## config.mk

```make
export PLATFORM = sky130hd
export DESIGN_NAME = pas_ram
export DESIGN_NICKNAME = d
export VERILOG_FILES = /design/src/rtl/pas_ram.sv
export SDC_FILE = /design/constraint.sdc
export NUM_CORES = 1
export LEC_CHECK = 0
export BUFFER_PORTS_ARGS = -buffer_cell sky130_fd_sc_hd__buf_2
export CAP_MARGIN = 40
export CORE_UTILIZATION = 50
export CTS_BUF_LIST = sky130_fd_sc_hd__clkbuf_2
export DETAILED_ROUTE_END_ITERATION = 12
export GPL_TIMING_DRIVEN = 1
export PLACE_DENSITY = 0.66
export SYNTH_ARGS = -nofsm -noshare
export SYNTH_HDL_FRONTEND = slang
export SYNTH_SLANG_ARGS = --single-unit
```

## constraint.sdc

```tcl
create_clock -name clock -period 7 [get_ports clock]
set_input_delay 1.75 -clock clock [delete_from_list [all_inputs] [get_ports clock]]
set_output_delay 1.75 -clock clock [all_outputs]
set_load 0.005 [all_outputs]
```

## src/rtl/pas_ram.sv

```systemverilog
module pas_ram #(
   parameter int WIDTH = 8,
   parameter int DEPTH = 64
) (
   input  logic                     clock,
   input  logic                     wr_en,
   input  logic [$clog2(DEPTH)-1:0] wr_addr,
   input  logic [WIDTH-1:0]         wr_data,
   input  logic [$clog2(DEPTH)-1:0] rd_addr,
   output logic [WIDTH-1:0]         rd_data
);

   logic [WIDTH-1:0] mem_ff [DEPTH];
   logic [WIDTH-1:0] rd_data_ff;

   always_ff @(posedge clock) begin
      if (wr_en) begin
         mem_ff[wr_addr] <= wr_data;
      end
      rd_data_ff <= mem_ff[rd_addr];
   end

   assign rd_data = rd_data_ff;

endmodule

```

==> impl_metrics.json <==
{
  "tritoncts": "yes",
  "clockBufferDepth": 3,
  "seq_area_frac_synth_pct": 77.03,
  "drive_above_1_share_pct": 33.87,
  "min_period_ps": 3673,
  "first_pass_iters": 5,
  "ioPinCount": 30,
  "status": "finished clean",
  "area_growth_syn_to_layout_pct": 10.12,
  "synth-seq-cells": 520,
  "num_rows": 73,
  "slew_viol_final": 0,
  "root_buffer": "clkbuf_2",
  "clock_latency_ps": 1070,
  "clock_skew_ps": 80.20,
  "ant_nets": 0,
  "worst_slack_ps": 3327,
  "vias": 10020,
  "slowest_stage": "buf_4",
  "routedWlPerCell_um": 26.06,
  "p_switching_uw": 1349,
  "clockPowerShare_pct": 34.5,
  "die-width_um": 202.8,
  "peakVddDrop_mv": 0.1199,
  "drt_iter0_drc": 986,
  "fp.dieH_um": 202.8,
  "yosys-top-cells-area": "edfxtp_1, mux4_2, nor2_1",
  "fin_setup_tns_ps": 0,
  "antenna_found_initial": 4,
  "cp_max_fo": 61,
  "critPathMaxStageDelay_ps": 650,
  "cts_hold_buf": 0,
  "syn-instance-count": 940,
  "grt_pass1_vias": 10240,
  "vias_per_cell": 5.861,
  "hold_class": "reg -> reg",
  "grt_pass1_wl_mm": 65.84,
  "swShare_pct": 23.49,
  "grt_max_degree": 65,
  "relSlewSlack_pct": 39.24,
  "netlist.area_leader.share_pct": 76.24,
  "finalHoldWorstSlack_ps": 798.9,
  "synth.avg_cell_area_sq_um": 21.45,
  "track_usage_pct": 22.33,
  "port_buffers": 29,
  "place_congestion": 0.8033,
  "worst_ep_arrival_time_ps": 4530,
  "p_int_uw": 4395,
  "crit_cells": 7,
  "dp_hpwl_mm": 27.08,
  "ys_types": 40,
  "nNetsFinal": 1104,
  "hold_viol_final": 0,
  "layout_commonest_cell": "edfxtp_1",
  "cts_setup_buffers": 0,
  "worstPathRequired_ps": 7860,
  "yosysTopAreaCell": "edfxtp_1",
  "place_ws_ps": 2304,
  "numCtsBuffers": 121,
  "htree_levels": 3,
  "start_util_pct": 50.76,
  "critPathTopFamily": "buffers and inverters",
  "syn_area_sq_um": 20170,
  "hold_path_depth": 3,
  "fmax_ghz": 0.2723,
  "p_leak_uw": 0.007181,
  "yosys_warnings": 0,
  "clk_pin_slew_ps": 100,
  "worstSetupPathType": "in -> reg",
  "wirelength_mm": 44.54,
  "reg2regPathDepth": 4,
  "endpoint_kind": "flop",
  "setup_viol": 0,
  "syn_nets": 962,
  "cts.repair.resized": 0,
  "drv_cap": 0,
  "overflow": 0,
  "crit_chain": "clkbuf_8, buf_4, mux4_2, mux2i_1, a21oi_1, o21ai_0, nand2_1",
  "p_comb_share_pct": 5.4,
  "post-route-drc-count": 0,
  "rsz0062_at_grt": "no",
  "p_seq_share_pct": 60.1,
  "dieArea_sq_um": 41140,
  "finalCritPeriodShare_pct": 52.47,
  "cts_sinks": 520,
  "final_cell_mix": "edfxtp_1, clkbuf_2, mux4_2",
  "cp.buffers_inverters": 2,
  "core_sq_um": 39730,
  "cp-start-kind": "input pin",
  "tightest_slew_ps": 908.0,
  "powerDensity_nw_per_um2": 258.6
}
==> final timing paths <==
path / start / endpoint / slack (ps)
worst max-delay path: rd_addr[0] / rd_data[7]$_DFF_P_ / 3330
worst min-delay path: mem_ff[26][4]$_DFFE_PP_ / rd_data[4]$_DFF_P_ / 800
worst max register to register: mem_ff[48][7]$_DFFE_PP_ / rd_data[7]$_DFF_P_ / 4930
worst min register to register: mem_ff[26][4]$_DFFE_PP_ / rd_data[4]$_DFF_P_ / 800
==> cell usage after synthesis (all sizes together) <==
cell type	instances
nor3	7
mux2	13
o311ai	1
edfxtp	512
o2111ai	3
buf	34
clkbuf	17
nor2	83
o221ai	8
and2	1
dfxtp	8
or3	1
nor4	2
o22ai	8
o21ai	4
nand3	13
nand3b	3
nand4	2
nand4b	1
o221a	2
a2111oi	2
a31oi	1
nand2b	7
a221oi	6
o21a	2
a211oi	4
nand2	19
mux4	126
o41ai	2
o2bb2ai	3
nor2b	14
mux2i	23
a22oi	3
a21oi	3
o32ai	2
==> worst reg2reg max path, cell delays in order, from the launching register on <==
cell	delay (ps)
edfxtp_1	400
mux4_2	500
mux4_2	490
o21ai_0	390
nand2_1	120
==> stage by stage <==
step                      cells  power, uW  utilization [%]  instance area [sq um]
after floorplan             940       3701                -                  20170
after global placement     1460       3827            52.34                  20790
after detailed placement   1484       3838            52.93                  21030
after CTS                  1706       5803            55.87                  22200
after global routing       1709       5966            55.89                  22210
final                      1709       5743            55.89                  22210
==> logic make-up after synthesis <==
family | synth area share, %
DFF | 77.03
muxes | 15.94
and+or+nand+nor | 3.387
AOI/OAI and AO/OA | 2.072
buffers and inverters | 1.570
==> power by group through the flow <==
stage	Combinational (uW)	Clock, uW	Sequential, uW
final	312	1980	3450
after global routing	334	2180	3450
after CTS	315	2040	3450
after detailed placement	315	0	3520
after global placement	303	0	3520
after floorplan	184	0	3520
==> per-layer routing <==
layer  up-vias  wire length [um]  share of wire, %  global-route usage [%]
met5         -                 8             0.018                       0
met4         2               824               1.9                   8.351
met3        58              3391               7.6                   5.506
met2       430             21920                49                   35.32
met1      5228             18390                41                   30.27
li1       4298                 -                 -                       -
==> flip-flops by register name (all words and copies together), names as in the netlist <==
name     cells
mem_ff     512
rd_data      8
==> final cells by class <==
cell class	instances	area, sq um
Sequential cell	520	15530
Antenna cell	3	7.507
Clock buffer	180	900.9
Fill cell	3065	17520
Clock inverter	42	267.8
Multi-Input combinational cell	369	4315
Tap cell	525	656.9
Timing Repair Buffer	70	524.3
Note: power is estimated with default switching activity, not from simulation.
